## config.mk

```make
export PLATFORM = sky130hd
export DESIGN_NAME = opentherm_change_reporter_top_flat
export DESIGN_NICKNAME = d
export VERILOG_FILES = /design/src/rtl/otcr_pkg.sv /design/src/rtl/otcr_if.sv /design/src/rtl/otcr_eval.sv /design/src/rtl/opentherm_change_reporter_top.sv /design/src/flat_wrapper.sv
export SDC_FILE = /design/constraint.sdc
export NUM_CORES = 1
export LEC_CHECK = 0
export BUFFER_PORTS_ARGS = -buffer_cell sky130_fd_sc_hd__buf_2
export CORE_MARGIN = 2
export CORE_UTILIZATION = 35
export DETAILED_ROUTE_END_ITERATION = 12
export GPL_TIMING_DRIVEN = 0
export SLEW_MARGIN = 30
export SYNTH_ARGS = -nofsm -noshare
export SYNTH_HDL_FRONTEND = slang
export SYNTH_SLANG_ARGS = --single-unit
```

## constraint.sdc

```tcl
create_clock -name clk -period 16.9 [get_ports clk]
set_clock_uncertainty 0.15 [all_clocks]
set_input_delay 2.535 -clock clk [delete_from_list [all_inputs] [get_ports clk]]
set_output_delay 2.535 -clock clk [all_outputs]
set_load 0.1 [all_outputs]
```

## src/rtl/otcr_pkg.sv

```systemverilog
// Shared types, field positions, codes and constants of the OpenTherm change reporter.
package otcr_pkg;

  // Field positions within the monitored 32-bit frame.
  localparam int VALUE_W  = 16;
  localparam int ID_W     = 8;
  localparam int ID_LSB   = 16;
  localparam int TYPE_W   = 3;
  localparam int TYPE_LSB = 28;

  // The known map and the report carry six bits of id.
  localparam int KNOWN_IDX_W = 6;
  localparam int KNOWN_BITS  = 64;

  typedef logic [VALUE_W-1:0]     value_t;
  typedef logic [ID_W-1:0]        data_id_t;
  typedef logic [TYPE_W-1:0]      msg_type_t;
  typedef logic [KNOWN_IDX_W-1:0] short_id_t;
  typedef logic [1:0]             kind_t;

  // Message types that the block reacts to.
  localparam msg_type_t MT_READ_DATA  = 3'd0;
  localparam msg_type_t MT_WRITE_DATA = 3'd1;
  localparam msg_type_t MT_READ_ACK   = 3'd4;

  // Data ids with a handling of their own.
  localparam data_id_t ID_STATUS    = 8'd0;
  localparam data_id_t ID_SLAVE_ASF = 8'd5;

  // Report kinds.
  localparam kind_t KIND_STATUS  = 2'd0;
  localparam kind_t KIND_FLAGS   = 2'd1;
  localparam kind_t KIND_NUMERIC = 2'd2;

  // Masks.
  localparam value_t MASK_STATUS_ALL = 16'h1fff;
  localparam value_t MASK_MASTER     = 16'hff00;
  localparam value_t MASK_SLAVE      = 16'h00ff;
  localparam value_t MASK_ASF_ALL    = 16'h3fff;
  localparam value_t MASK_NUMERIC    = 16'hffff;

  // Which message types carry a numeric id's value.
  typedef struct packed {
    logic on_write;
    logic on_ack;
  } num_class_t;

  // Outcome of one frame against the stored entry.
  typedef struct packed {
    logic   wr_en;
    value_t wr_data;
    logic   set_known;
    logic   report;
    kind_t  kind;
    value_t mask;
  } decision_t;

  function automatic num_class_t numeric_class(input data_id_t id);
    num_class_t cls;
    cls = '0;
    unique case (id) inside
      8'd1, 8'd8, 8'd14, 8'd16, 8'd23, 8'd24, 8'd37: begin
        cls.on_write = 1'b1;
      end
      8'd9, 8'd17, 8'd25, 8'd26, 8'd28, 8'd31, 8'd32, 8'd56, 8'd57: begin
        cls.on_ack = 1'b1;
      end
      8'd27: begin
        cls.on_write = 1'b1;
        cls.on_ack   = 1'b1;
      end
      default: begin
        cls = '0;
      end
    endcase
    return cls;
  endfunction

endpackage

```

## src/rtl/otcr_if.sv

```systemverilog
// Valid/ready channel interfaces for frames in and change reports out.
interface otcr_in_if;
  logic                 valid;
  logic                 ready;
  logic [31:0]          frame_word;

  modport source (output valid, output frame_word, input ready);
  modport sink   (input valid, input frame_word, output ready);
endinterface

interface otcr_out_if;
  logic        valid;
  logic        ready;
  logic [5:0]  report_id;
  logic [1:0]  report_kind;
  logic [15:0] report_value;
  logic [15:0] report_mask;

  modport source (output valid, output report_id, output report_kind,
                  output report_value, output report_mask, input ready);
  modport sink   (input valid, input report_id, input report_kind,
                  input report_value, input report_mask, output ready);
endinterface

```

## src/rtl/otcr_eval.sv

```systemverilog
// Decides the store update and the report for one frame against its stored entry.
module otcr_eval (
  input  otcr_pkg::value_t    value,
  input  otcr_pkg::data_id_t  id,
  input  otcr_pkg::msg_type_t mtype,
  input  otcr_pkg::value_t    cur,
  input  logic                known,
  output otcr_pkg::decision_t dec
);
  import otcr_pkg::*;

  value_t     change;
  value_t     mask;
  value_t     stored;
  num_class_t cls;
  logic       take;

  always_comb begin
    change = value ^ cur;
    stored = (value == '0) ? 16'd1 : value;
    cls    = numeric_class(id);
    mask   = '0;
    take   = 1'b0;
    dec    = '0;

    if (id == ID_STATUS) begin
      // Until the status word is known, every flag is reported.
      mask = known ? change : MASK_STATUS_ALL;
      if (mtype == MT_READ_DATA) begin
        mask = mask & MASK_MASTER;
        take = 1'b1;
      end else if (mtype == MT_READ_ACK) begin
        mask          = mask & MASK_SLAVE;
        dec.set_known = 1'b1;
        take          = 1'b1;
      end
      if (take && (mask != '0)) begin
        dec.wr_en   = 1'b1;
        dec.wr_data = cur ^ (change & mask);
        dec.report  = 1'b1;
        dec.kind    = KIND_STATUS;
        dec.mask    = mask;
      end
    end else if (id == ID_SLAVE_ASF) begin
      if (mtype == MT_READ_ACK) begin
        mask = known ? change : MASK_ASF_ALL;
        if (mask != '0) begin
          dec.wr_en     = 1'b1;
          dec.wr_data   = cur ^ (change & mask);
          dec.set_known = 1'b1;
          dec.report    = 1'b1;
          dec.kind      = KIND_FLAGS;
          dec.mask      = mask;
        end
      end
    end else if ((mtype == MT_WRITE_DATA && cls.on_write) ||
                 (mtype == MT_READ_ACK && cls.on_ack)) begin
      // A numeric zero is kept as one, so the first sample always reports.
      if (stored != cur) begin
        dec.wr_en     = 1'b1;
        dec.wr_data   = stored;
        dec.set_known = 1'b1;
        dec.report    = 1'b1;
        dec.kind      = KIND_NUMERIC;
        dec.mask      = MASK_NUMERIC;
      end
    end
  end

endmodule

```

## src/rtl/opentherm_change_reporter_top.sv

```systemverilog
// Top level of the OpenTherm change reporter: value store, pipeline and report register.
//
// The block watches monitored OpenTherm frames on in_ch and sends a report
// item on out_ch only when a frame changes what is remembered for its id.
// Both channels use valid/ready; an item moves on a rising edge with both high.
// Each frame yields zero or one report item, in frame order.
//
// Pipeline: the accepting edge issues a read of the value store (a synchronous
// single-port-write memory with a registered read port). In the next cycle
// the frame is judged against the stored entry; when the judging stage
// advances, the entry is written back and any report is loaded into the output
// register. A frame can be accepted on every cycle while out_ch does not stall; a
// write-back register forwards the newest entry to a frame whose read was issued
// before that write landed. Sustained rate is one item per cycle without stalls.
//
// Reset (synchronous, rst_n low) clears the known map and a valid bit per
// store entry; an entry whose valid bit is clear reads as zero, so no clearing
// pass is needed and the block accepts frames from the first cycle after reset.
// When out_ch stalls, the report register holds its item and the judging stage
// holds its frame; in_ch is ready while the judging stage is empty or advancing.
module opentherm_change_reporter_top #(
  parameter int STORE_DEPTH = 64
) (
  input  logic       clk,
  input  logic       rst_n,
  otcr_in_if.sink    in_ch,
  otcr_out_if.source out_ch
);
  import otcr_pkg::*;

  localparam int AW = $clog2(STORE_DEPTH);

  typedef logic [AW-1:0] addr_t;

  // Value store and its per-entry valid bits.
  value_t                 mem [STORE_DEPTH];
  value_t                 rd_q_r;
  logic [STORE_DEPTH-1:0] valid_r;
  logic [STORE_DEPTH-1:0] valid_nxt;

  // Known map.
  logic [KNOWN_BITS-1:0] known_r;
  logic [KNOWN_BITS-1:0] known_nxt;

  // Judging stage.
  logic      s1_valid_r, s1_valid_nxt;
  value_t    s1_value_r;
  data_id_t  s1_id_r;
  msg_type_t s1_type_r;
  addr_t     s1_addr;

  // Last write-back, used for forwarding.
  logic   lw_valid_r, lw_valid_nxt;
  addr_t  lw_addr_r;
  value_t lw_data_r;

  // Report register.
  logic      out_valid_r, out_valid_nxt;
  short_id_t out_id_r;
  kind_t     out_kind_r;
  value_t    out_value_r;
  value_t    out_mask_r;

  logic      in_accept;
  logic      s1_adv;
  logic      s1_fire;
  addr_t     in_addr;
  value_t    cur;
  decision_t dec;
  logic      wr_en;

  // Addresses come from the low six bits of the id; higher ids are ignored
  // by the judging logic, so their aliasing reads do no harm.
  assign in_addr = AW'(in_ch.frame_word[ID_LSB +: KNOWN_IDX_W]);
  assign s1_addr = AW'(s1_id_r[KNOWN_IDX_W-1:0]);

  assign s1_adv    = !out_valid_r || out_ch.ready;
  assign in_ch.ready = !s1_valid_r || s1_adv;
  assign in_accept = in_ch.valid && in_ch.ready;
  assign s1_fire   = s1_valid_r && s1_adv;
  assign wr_en     = s1_fire && dec.wr_en;

  // Newest value of the entry: forwarded write-back, else memory, else zero.
  always_comb begin
    if (lw_valid_r && (lw_addr_r == s1_addr)) begin
      cur = lw_data_r;
    end else if (valid_r[s1_addr]) begin
      cur = rd_q_r;
    end else begin
      cur = '0;
    end
  end

  otcr_eval u_eval (
    .value (s1_value_r),
    .id    (s1_id_r),
    .mtype (s1_type_r),
    .cur   (cur),
    .known (known_r[s1_id_r[KNOWN_IDX_W-1:0]]),
    .dec   (dec)
  );

  // Memory: read on acceptance, write back from the judging stage.
  always_ff @(posedge clk) begin
    if (in_accept) begin
      rd_q_r <= mem[in_addr];
    end
    if (wr_en) begin
      mem[s1_addr] <= dec.wr_data;
    end
  end

  always_comb begin
    valid_nxt = valid_r;
    if (wr_en) begin
      valid_nxt[s1_addr] = 1'b1;
    end
  end

  always_comb begin
    known_nxt = known_r;
    if (s1_fire && dec.set_known) begin
      known_nxt[s1_id_r[KNOWN_IDX_W-1:0]] = 1'b1;
    end
  end

  always_comb begin
    if (in_accept) begin
      s1_valid_nxt = 1'b1;
    end else if (s1_adv) begin
      s1_valid_nxt = 1'b0;
    end else begin
      s1_valid_nxt = s1_valid_r;
    end
  end

  assign lw_valid_nxt = lw_valid_r || wr_en;

  always_comb begin
    if (s1_fire && dec.report) begin
      out_valid_nxt = 1'b1;
    end else if (out_ch.ready) begin
      out_valid_nxt = 1'b0;
    end else begin
      out_valid_nxt = out_valid_r;
    end
  end

  // Control state.
  always_ff @(posedge clk) begin
    if (!rst_n) begin
      valid_r     <= '0;
      known_r     <= '0;
      s1_valid_r  <= 1'b0;
      lw_valid_r  <= 1'b0;
      out_valid_r <= 1'b0;
    end else begin
      valid_r     <= valid_nxt;
      known_r     <= known_nxt;
      s1_valid_r  <= s1_valid_nxt;
      lw_valid_r  <= lw_valid_nxt;
      out_valid_r <= out_valid_nxt;
    end
  end

  // Payload registers.
  always_ff @(posedge clk) begin
    if (in_accept) begin
      s1_value_r <= in_ch.frame_word[VALUE_W-1:0];
      s1_id_r    <= in_ch.frame_word[ID_LSB +: ID_W];
      s1_type_r  <= in_ch.frame_word[TYPE_LSB +: TYPE_W];
    end
    if (wr_en) begin
      lw_addr_r <= s1_addr;
      lw_data_r <= dec.wr_data;
    end
    if (s1_fire && dec.report) begin
      out_id_r    <= s1_id_r[KNOWN_IDX_W-1:0];
      out_kind_r  <= dec.kind;
      out_value_r <= s1_value_r;
      out_mask_r  <= dec.mask;
    end
  end

  assign out_ch.valid        = out_valid_r;
  assign out_ch.report_id    = out_id_r;
  assign out_ch.report_kind  = out_kind_r;
  assign out_ch.report_value = out_value_r;
  assign out_ch.report_mask  = out_mask_r;

  // Each report kind belongs to its own ids.
  a_kind_matches_id: assert property (@(posedge clk) disable iff (!rst_n)
    out_valid_r |->
      (out_kind_r == KIND_STATUS && out_id_r == 6'd0) ||
      (out_kind_r == KIND_FLAGS && out_id_r == 6'd5) ||
      (out_kind_r == KIND_NUMERIC && out_id_r != 6'd0 && out_id_r != 6'd5))
    else $error("report kind does not match its id");

  // Numeric reports always carry a full mask.
  a_numeric_mask: assert property (@(posedge clk) disable iff (!rst_n)
    (out_valid_r && out_kind_r == KIND_NUMERIC) |-> (out_mask_r == MASK_NUMERIC))
    else $error("numeric report without full mask");

  // A written entry is valid from the next cycle on.
  a_write_sets_valid: assert property (@(posedge clk) disable iff (!rst_n)
    wr_en |=> valid_r[$past(s1_addr)])
    else $error("store entry written but not marked valid");

  // Ids never become unknown again outside reset.
  a_known_monotonic: assert property (@(posedge clk) disable iff (!rst_n)
    1'b1 |=> ((known_r & $past(known_r)) == $past(known_r)))
    else $error("known map lost a bit");

endmodule
```

## src/flat_wrapper.sv

```systemverilog
// flat-port wrapper written by rule: the top's interface ports become plain ports
module opentherm_change_reporter_top_flat import otcr_pkg::*;
#(
  parameter int STORE_DEPTH = 64
)
  (clk, rst_n, in_ch_valid, in_ch_frame_word, in_ch_ready, out_ch_valid, out_ch_report_id, out_ch_report_kind, out_ch_report_value, out_ch_report_mask, out_ch_ready);
  otcr_in_if in_ch_i ();
  otcr_out_if out_ch_i ();
  input  logic clk;
  input  logic rst_n;
  input wire logic [$bits(in_ch_i.valid)-1:0] in_ch_valid;
  input wire logic [$bits(in_ch_i.frame_word)-1:0] in_ch_frame_word;
  output wire logic [$bits(in_ch_i.ready)-1:0] in_ch_ready;
  output wire logic [$bits(out_ch_i.valid)-1:0] out_ch_valid;
  output wire logic [$bits(out_ch_i.report_id)-1:0] out_ch_report_id;
  output wire logic [$bits(out_ch_i.report_kind)-1:0] out_ch_report_kind;
  output wire logic [$bits(out_ch_i.report_value)-1:0] out_ch_report_value;
  output wire logic [$bits(out_ch_i.report_mask)-1:0] out_ch_report_mask;
  input wire logic [$bits(out_ch_i.ready)-1:0] out_ch_ready;
  assign in_ch_i.valid = in_ch_valid;
  assign in_ch_i.frame_word = in_ch_frame_word;
  assign in_ch_ready = in_ch_i.ready;
  assign out_ch_valid = out_ch_i.valid;
  assign out_ch_report_id = out_ch_i.report_id;
  assign out_ch_report_kind = out_ch_i.report_kind;
  assign out_ch_report_value = out_ch_i.report_value;
  assign out_ch_report_mask = out_ch_i.report_mask;
  assign out_ch_i.ready = out_ch_ready;
  opentherm_change_reporter_top #(.STORE_DEPTH(STORE_DEPTH)) u_core (.clk(clk), .rst_n(rst_n), .in_ch(in_ch_i), .out_ch(out_ch_i));
endmodule
```

-- Yosys cells after proc, flatten, opt, wreduce, memory -nomap -nowiden
Memory sizes are Yosys's and may differ from the RTL's. A register that Yosys moved wholly into a read port is not among the register bits.
Cells that the tools add are included.
- flip-flop bits (word level): 220
- RAM bits: 1024
- input bits: 36
- output and inout port bits: 42
- logic and storage cells: 105
- memories: 1
- order comparisons: 2
- equal/unequal tests: 22
- multiplexer cells: 34
- bitwise gates (word level): 7
- reduce and logical (&&, ||, !) cells: 25
- memory list (memory ; depth ; bits a word ; rd ports ; clocked after memory_dff ; wr ports ; line ; RTL):
    u_core.mem ; 64 ; 16 ; 1 ; 1 ; 1 ; opentherm_change_reporter_top.sv:36 ; value_t mem [STORE_DEPTH];
- operators with widths (kind ; count):
    two-way mux 37 bit ; 6
    two-way mux 16 bit ; 8
    bitwise OR 64 bit ; 2
    == test 8 x 5 -> 1 bit, second input constant ; 9
    XOR 16 bit ; 3
    bitwise AND 16 bit ; 2
    == test 8 x 6 -> 1 bit, second input constant ; 4
    nonzero test 16 bit ; 2
    == test 8 x 4 -> 1 bit, second input constant ; 3
    two-way mux 19 bit ; 1
    two-way mux 17 bit ; 1
    zero test 16 bit ; 1
    inequality test 16 bit ; 1
    two-way mux 1 bit ; 15
    binary-select mux 1 bit (select 6 bit) ; 2
    logical AND 1 bit ; 10
    OR reduction 10 bit ; 1
    == test 8 x 1 -> 1 bit, second input constant ; 1
    == test 8 x 3 -> 1 bit, second input constant ; 1
    zero test 8 bit ; 1
    OR reduction 8 bit ; 1
    less-than comparator 6 x 7 -> 1 bit, second input constant ; 1
    demux 1 bit (select 6 bit) ; 1
    == test 6 bit ; 1
    other kinds (7) ; 12

-- Logic depth before layout (Yosys ltp)
- depth after elaboration: 16
- gate-level depth with buffers: 19

-- Modules after synthesis
A second synthesis with hierarchy kept.
- cell total of the unflattened synthesis: 2468
- area total of the unflattened synthesis: 49128.4 um2
- modules (own cells, without submodules) (module ; instances ; cells each ; area an instance (um2) ; seq. area each (um2)):
    opentherm_change_reporter_top ; 1 ; 2270 ; 47912.2 ; 36525.0
    otcr_eval ; 1 ; 198 ; 1216.2 ; 0.0

-- Least setup slack after synthesis
No wires, ideal clock.
- path type: flip-flop to flip-flop
- from: register, netlist name u_core.out_ch.report_id[4]
- to: memory u_core.mem[0][0] (netlist bit) (enable)
- data arrival time: 6023 ps
- slack: 10250 ps
- stages on the path, launching flop included: 14
- path buffers: 2
- cell sequence: edfxtp_1 -> xor2_1 -> or4_1 -> buf_2 -> nand2_2 -> a211oi_2 -> o31a_1 -> o22ai_1 -> or4b_1 -> o31a_1 -> buf_2 -> nor3_2 -> nand2b_1 -> a2111oi_0
- RTL lines (item ; line):
    end, declared ; opentherm_change_reporter_top.sv:36

-- Final worst setup path
- from: register u_core.s1_id_r[3]
- to: memory u_core.mem[56][12] (netlist bit) (enable)
- cells in the longest elaborated chain, start to end: 16
- RTL lines (item ; line ; RTL):
    start, declared ; opentherm_change_reporter_top.sv:48 ; data_id_t s1_id_r;
    start signal, assigned ; opentherm_change_reporter_top.sv:170 ; s1_id_r <= in_ch.frame_word[ID_LSB +: ID_W];
    binary-select mux 1 bit (select 6 bit) ; opentherm_change_reporter_top.sv:87 ; end else if (valid_r[s1_addr]) begin
    two-way mux 1 bit (not written as such) ; opentherm_change_reporter_top.sv:87 ;
    two-way mux 16 bit ; opentherm_change_reporter_top.sv:87 ;
    two-way mux 16 bit ; opentherm_change_reporter_top.sv:85 ; if (lw_valid_r && (lw_addr_r == s1_addr)) begin
    XOR 16 bit ; otcr_eval.sv:19 ; change = value ^ cur;
    two-way mux 16 bit ; otcr_eval.sv:28 ; mask = known ? change : MASK_STATUS_ALL;
    two-way mux 16 bit ; otcr_eval.sv:32 ; end else if (mtype == MT_READ_ACK) begin
    two-way mux 16 bit ; otcr_eval.sv:29 ; if (mtype == MT_READ_DATA) begin
    two-way mux 16 bit ; otcr_eval.sv:26 ; if (id == ID_STATUS) begin
    nonzero test 16 bit ; otcr_eval.sv:37 ; if (take && (mask != '0)) begin
    logical AND 1 bit ; otcr_eval.sv:37 ;
    two-way mux 17 bit ; otcr_eval.sv:37 ;
    two-way mux 37 bit ; otcr_eval.sv:26 ;
    logical AND 1 bit ; opentherm_change_reporter_top.sv:81 ; assign wr_en = s1_fire && dec.wr_en;
    two-way mux 1 bit ; opentherm_change_reporter_top.sv:108 ; if (wr_en) begin
    two-way mux 1 bit (not written as such) ; opentherm_change_reporter_top.sv:109 ; mem[s1_addr] <= dec.wr_data;
Parallel ways exist; a longest one is shown, timed or not. The select of a mux whose other input is x is not followed.

==> run_results.csv <==
group,metric,value,unit
floorplan,initial_core_util,35.3,%
route,first_pass_iters,5,
synthesis,synth_ff_type,"edfxtp_1",
timing,hold_ws,0.297,ns
power,p_int,5260,µW
power,combPwrFrac,5.1,%
route,drt-initial-drc-count,2539,
floorplan,ios,78,
timing,period_share,37.1,%
synthesis,synth_top_area_share,69.3,%
global_route,antenna_found_initial,7,
final_layout,syn_to_final_growth,22.1,%
placement,gp_congestion,0.862,
route,detail-route-antenna-nets,0,
final_layout,layout.cells.non_filler,5206,
power,p_total,6660,µW
setup_path,critPathKind,"reg -> reg",
setup_path,cp_data_arrival_time,6.59,ns
power,p_leak,0.0225,µW
route,wl_per_cell,21.5,µm
setup_path,cp-end-kind,"flip-flop",
timing,relSlewSlack,33.4,%
synthesis,yosysMostFrequentCell,"edfxtp_1",
final_layout,multi_input_area,0.0146,mm²
cts,cts_buffers,132,
floorplan,row_count,136,
hold_path,hold_path.class,"reg -> reg",
setup_path,regToRegSetupSlack,10.62,ns
timing,rsz0062_at_grt,"false",
final_layout,n_fill_cell,12100,
synthesis,ys_warn_count,0,
final_layout,final_nets,3344,
synthesis,ys_seq_elements,1254,
floorplan,die_w,377,µm
cts,hold_buffers,0,
synthesis,seq_area_frac_synth,74.7,%
placement,dpl.hpwl,76500,µm
timing,max_freq,0.159,GHz
power,ir_worst_vdd,0.0822,mV
setup_path,crit_fanout,10,
setup_path,crit_chain,"buf_1, nor2_1, a22oi_1, nand4b_1, o31ai_4, o21ai_2, o221ai_1, xor2_1, or4b_1, o31ai_2, inv_2, nor3_2, nand2b_1, buf_4, nor3_2, buf_4, buf_6, buf_4",
global_route,grt.total_usage,15.9,%
global_route,grt_pass1_vias,24600,
global_route,grt_max_degree,66,
hold_path,whs_path_depth,0,
cts,clk_path_buf_depth,3,
run_status,status,"complete, no violations",
timing,drv_slew,0,
timing,fin_setup_tns,0,ns
timing,final-setup-viol-count,0,
floorplan,coreArea,0.138,mm²
synthesis,synth_area_leaders,"edfxtp_1 69%, mux4_2 17%, dfxtp_1 5.4%, and2_1 1.3%, nand2_1 0.73%",
power,p_seq_share,51.9,%
synthesis,avgSynthCellArea,21.0,µm²
synthesis,yosys.area.top_type,"edfxtp_1",
power,switching_share,21.1,%
cts,cts_tree,"yes",
setup_path,startpoint_type,"flip-flop",
final_layout,final_layout_size_suffix_gt1_share,23.7,%
floorplan,die_y,377,µm
final_layout,seqCellArea,0.0363,mm²
global_route,grt_pass1_wl,164000,µm
setup_path,crit_required,17.22,ns
floorplan,die_area,0.142,mm²
synthesis,synthTopCellsByCount,"1123 x edfxtp_1, 357 x mux4_2, 131 x dfxtp_1",
timing,worst_pin_slew,1.00,ns
global_route,grt-ovfl-total,0,
setup_path,crit_slowest_cell,"buf_1",
hold_path,min-delay-start,"u_core.s1_id_r[1]",
synthesis,synthArstFlopShare,0,%
cts,clkLatencyLatePin,0.73,ns
timing,finalHoldViolCount,0,
power,power.share.clock,43.0,%
route,vias,24800,
setup_path,cpPeakStageDelay,0.68,ns
placement,placed_cells,4968,
placement,port_buffers,71,
synthesis,synth-edff-count,1123,
cts,cts.sinks,1254,
route,wl,112000,µm
synthesis,synthCells,2311,
power,power_density,112,mW/mm²
cts,cts_root_buf,"clkbuf_16",
setup_path,crit_path_frequent_cell,"buf_4",
power,switching_power,1400,µW
timing,post-route-min-period,6.28,ns
setup_path,reg2reg_depth,18,
setup_path,r2r-end,"u_core.mem[56][12]",
route,drc,0,
cts,cts_max_level,4,
cts,clk_pin_slew,0.06,ns
synthesis,syn-cell-area,0.0486,mm²
synthesis,synthDistinctLibCells,83,
cts,cts_resized,0,
route,vias_per_cell,4.77,
setup_path,regToRegStartpoint,"u_core.s1_id_r[3]",
hold_path,holdPathEnd,"u_core.out_ch.report_id[1]",
job,cap_violations,0,
cts,post-cts-setup-buffer-count,0,
-- stage by stage --
stage	setup WS (ns)	util (%)	area, µm²
6_report	10.62	43.2	59400
5_1_grt	10.26	43.1	59400
4_1_cts	10.67	43.1	59400
3_5_place_dp	10.38	40.0	55100
3_3_place_gp	5.94	39.2	53900
2_1_floorplan	10.25	-	51300
-- worst max path at each step --
stage / cells after the start / slack (ns) / from / endpoint
3_3_place_gp: 15 / 5.94 / u_core.s1_id_r[3] / u_core.mem[0][1]
5_1_grt: 18 / 10.26 / u_core.s1_id_r[3] / u_core.mem[0][13]
6_report: 18 / 10.62 / u_core.s1_id_r[3] / u_core.mem[56][12]
4_1_cts: 19 / 10.67 / u_core.s1_id_r[3] / u_core.mem[0][13]
3_5_place_dp: 7 / 10.38 / in_ch_frame_word[16] / u_core.rd_q_r[9]
2_1_floorplan: 13 / 10.25 / u_core.out_ch.report_id[4] / u_core.mem[0][0]
-- power groups by stage --
stage          logic, µW  registers, µW  clock network [µW]
6_report             338           3460                2870
2_1_floorplan        223           3510                   0
3_3_place_gp         329           3520                   0
5_1_grt              365           3460                3060
3_5_place_dp         337           3520                   0
4_1_cts              337           3460                2940
-- sequential cells by signal (all words and copies together), names as in the netlist, 8 cells and up --
name / count
u_core.rd_q_r: 16
u_core.out_ch.report_value: 16
u_core.s1_value_r: 16
u_core.out_ch.report_mask: 16
u_core.s1_id_r: 8
u_core.known_r: 64
u_core.lw_data_r: 16
u_core.mem: 1024
u_core.valid_r: 64
-- logic make-up after synthesis --
family	synth area share [%]
other	0.00771
DFF	74.7
AOI/OAI and AO/OA	2.98
muxes	17.1
buffers and inverters	1.31
xor gates and xnor gates	0.286
and+or+nand+nor	3.57
-- worst max-delay path: cells and delay by family, from the launching register on --
family,cells,cell delay [ns]
compound gates,5,1.48
buf+inv,6,1.65
xor+xnor,1,0.21
flops,1,0.43
simple gates,6,2.06
-- cells in the final DEF (no fill, tap or decap), types with 10 or more instances in the layout --
master	instances
a22o_4	14
buf_16	10
nor2_1	22
bufinv_16	14
clkinv_2	21
clkinv_1	25
dfxtp_1	131
nor3_2	15
o21ai_0	28
buf_12	10
o211ai_1	13
mux4_2	357
conb_1	720
buf_2	113
clkbuf_1	95
buf_4	42
clkbuf_2	14
edfxtp_1	1123
a22oi_1	16
nand3_1	11
o31ai_1	18
mux2i_1	29
nor2b_1	14
inv_1	15
o21ai_1	20
nand2_1	94
a21oi_1	14
clkbuf_16	135
buf_6	11
and2_1	98
-- layout make-up --
class	count	area share (%)
diodes	1	0.00421
plain buffers	131	1.04
clock buffers	166	5.95
clock inverters	71	1.27
inverters	16	0.101
multi-input cells	1629	24.6
flip-flops and latches	1254	61.2
well taps	1794	3.78
repair buffers	144	2.04
-- routing by layer --
| layer | routed length, µm | global-route usage, % | part of all wire [%] | vias up |
|---|---|---|---|---|
| li1 | - | - | - | 10900 |
| met1 | 49300 | 22.2 | 44 | 13000 |
| met2 | 53800 | 25.9 | 48 | 729 |
| met3 | 6330 | 2.75 | 5.7 | 159 |
| met4 | 2490 | 4.32 | 2.2 | 0 |
| met5 | 0 | 0 | 0 | - |
Note: power is estimated with default switching activity, not from simulation.
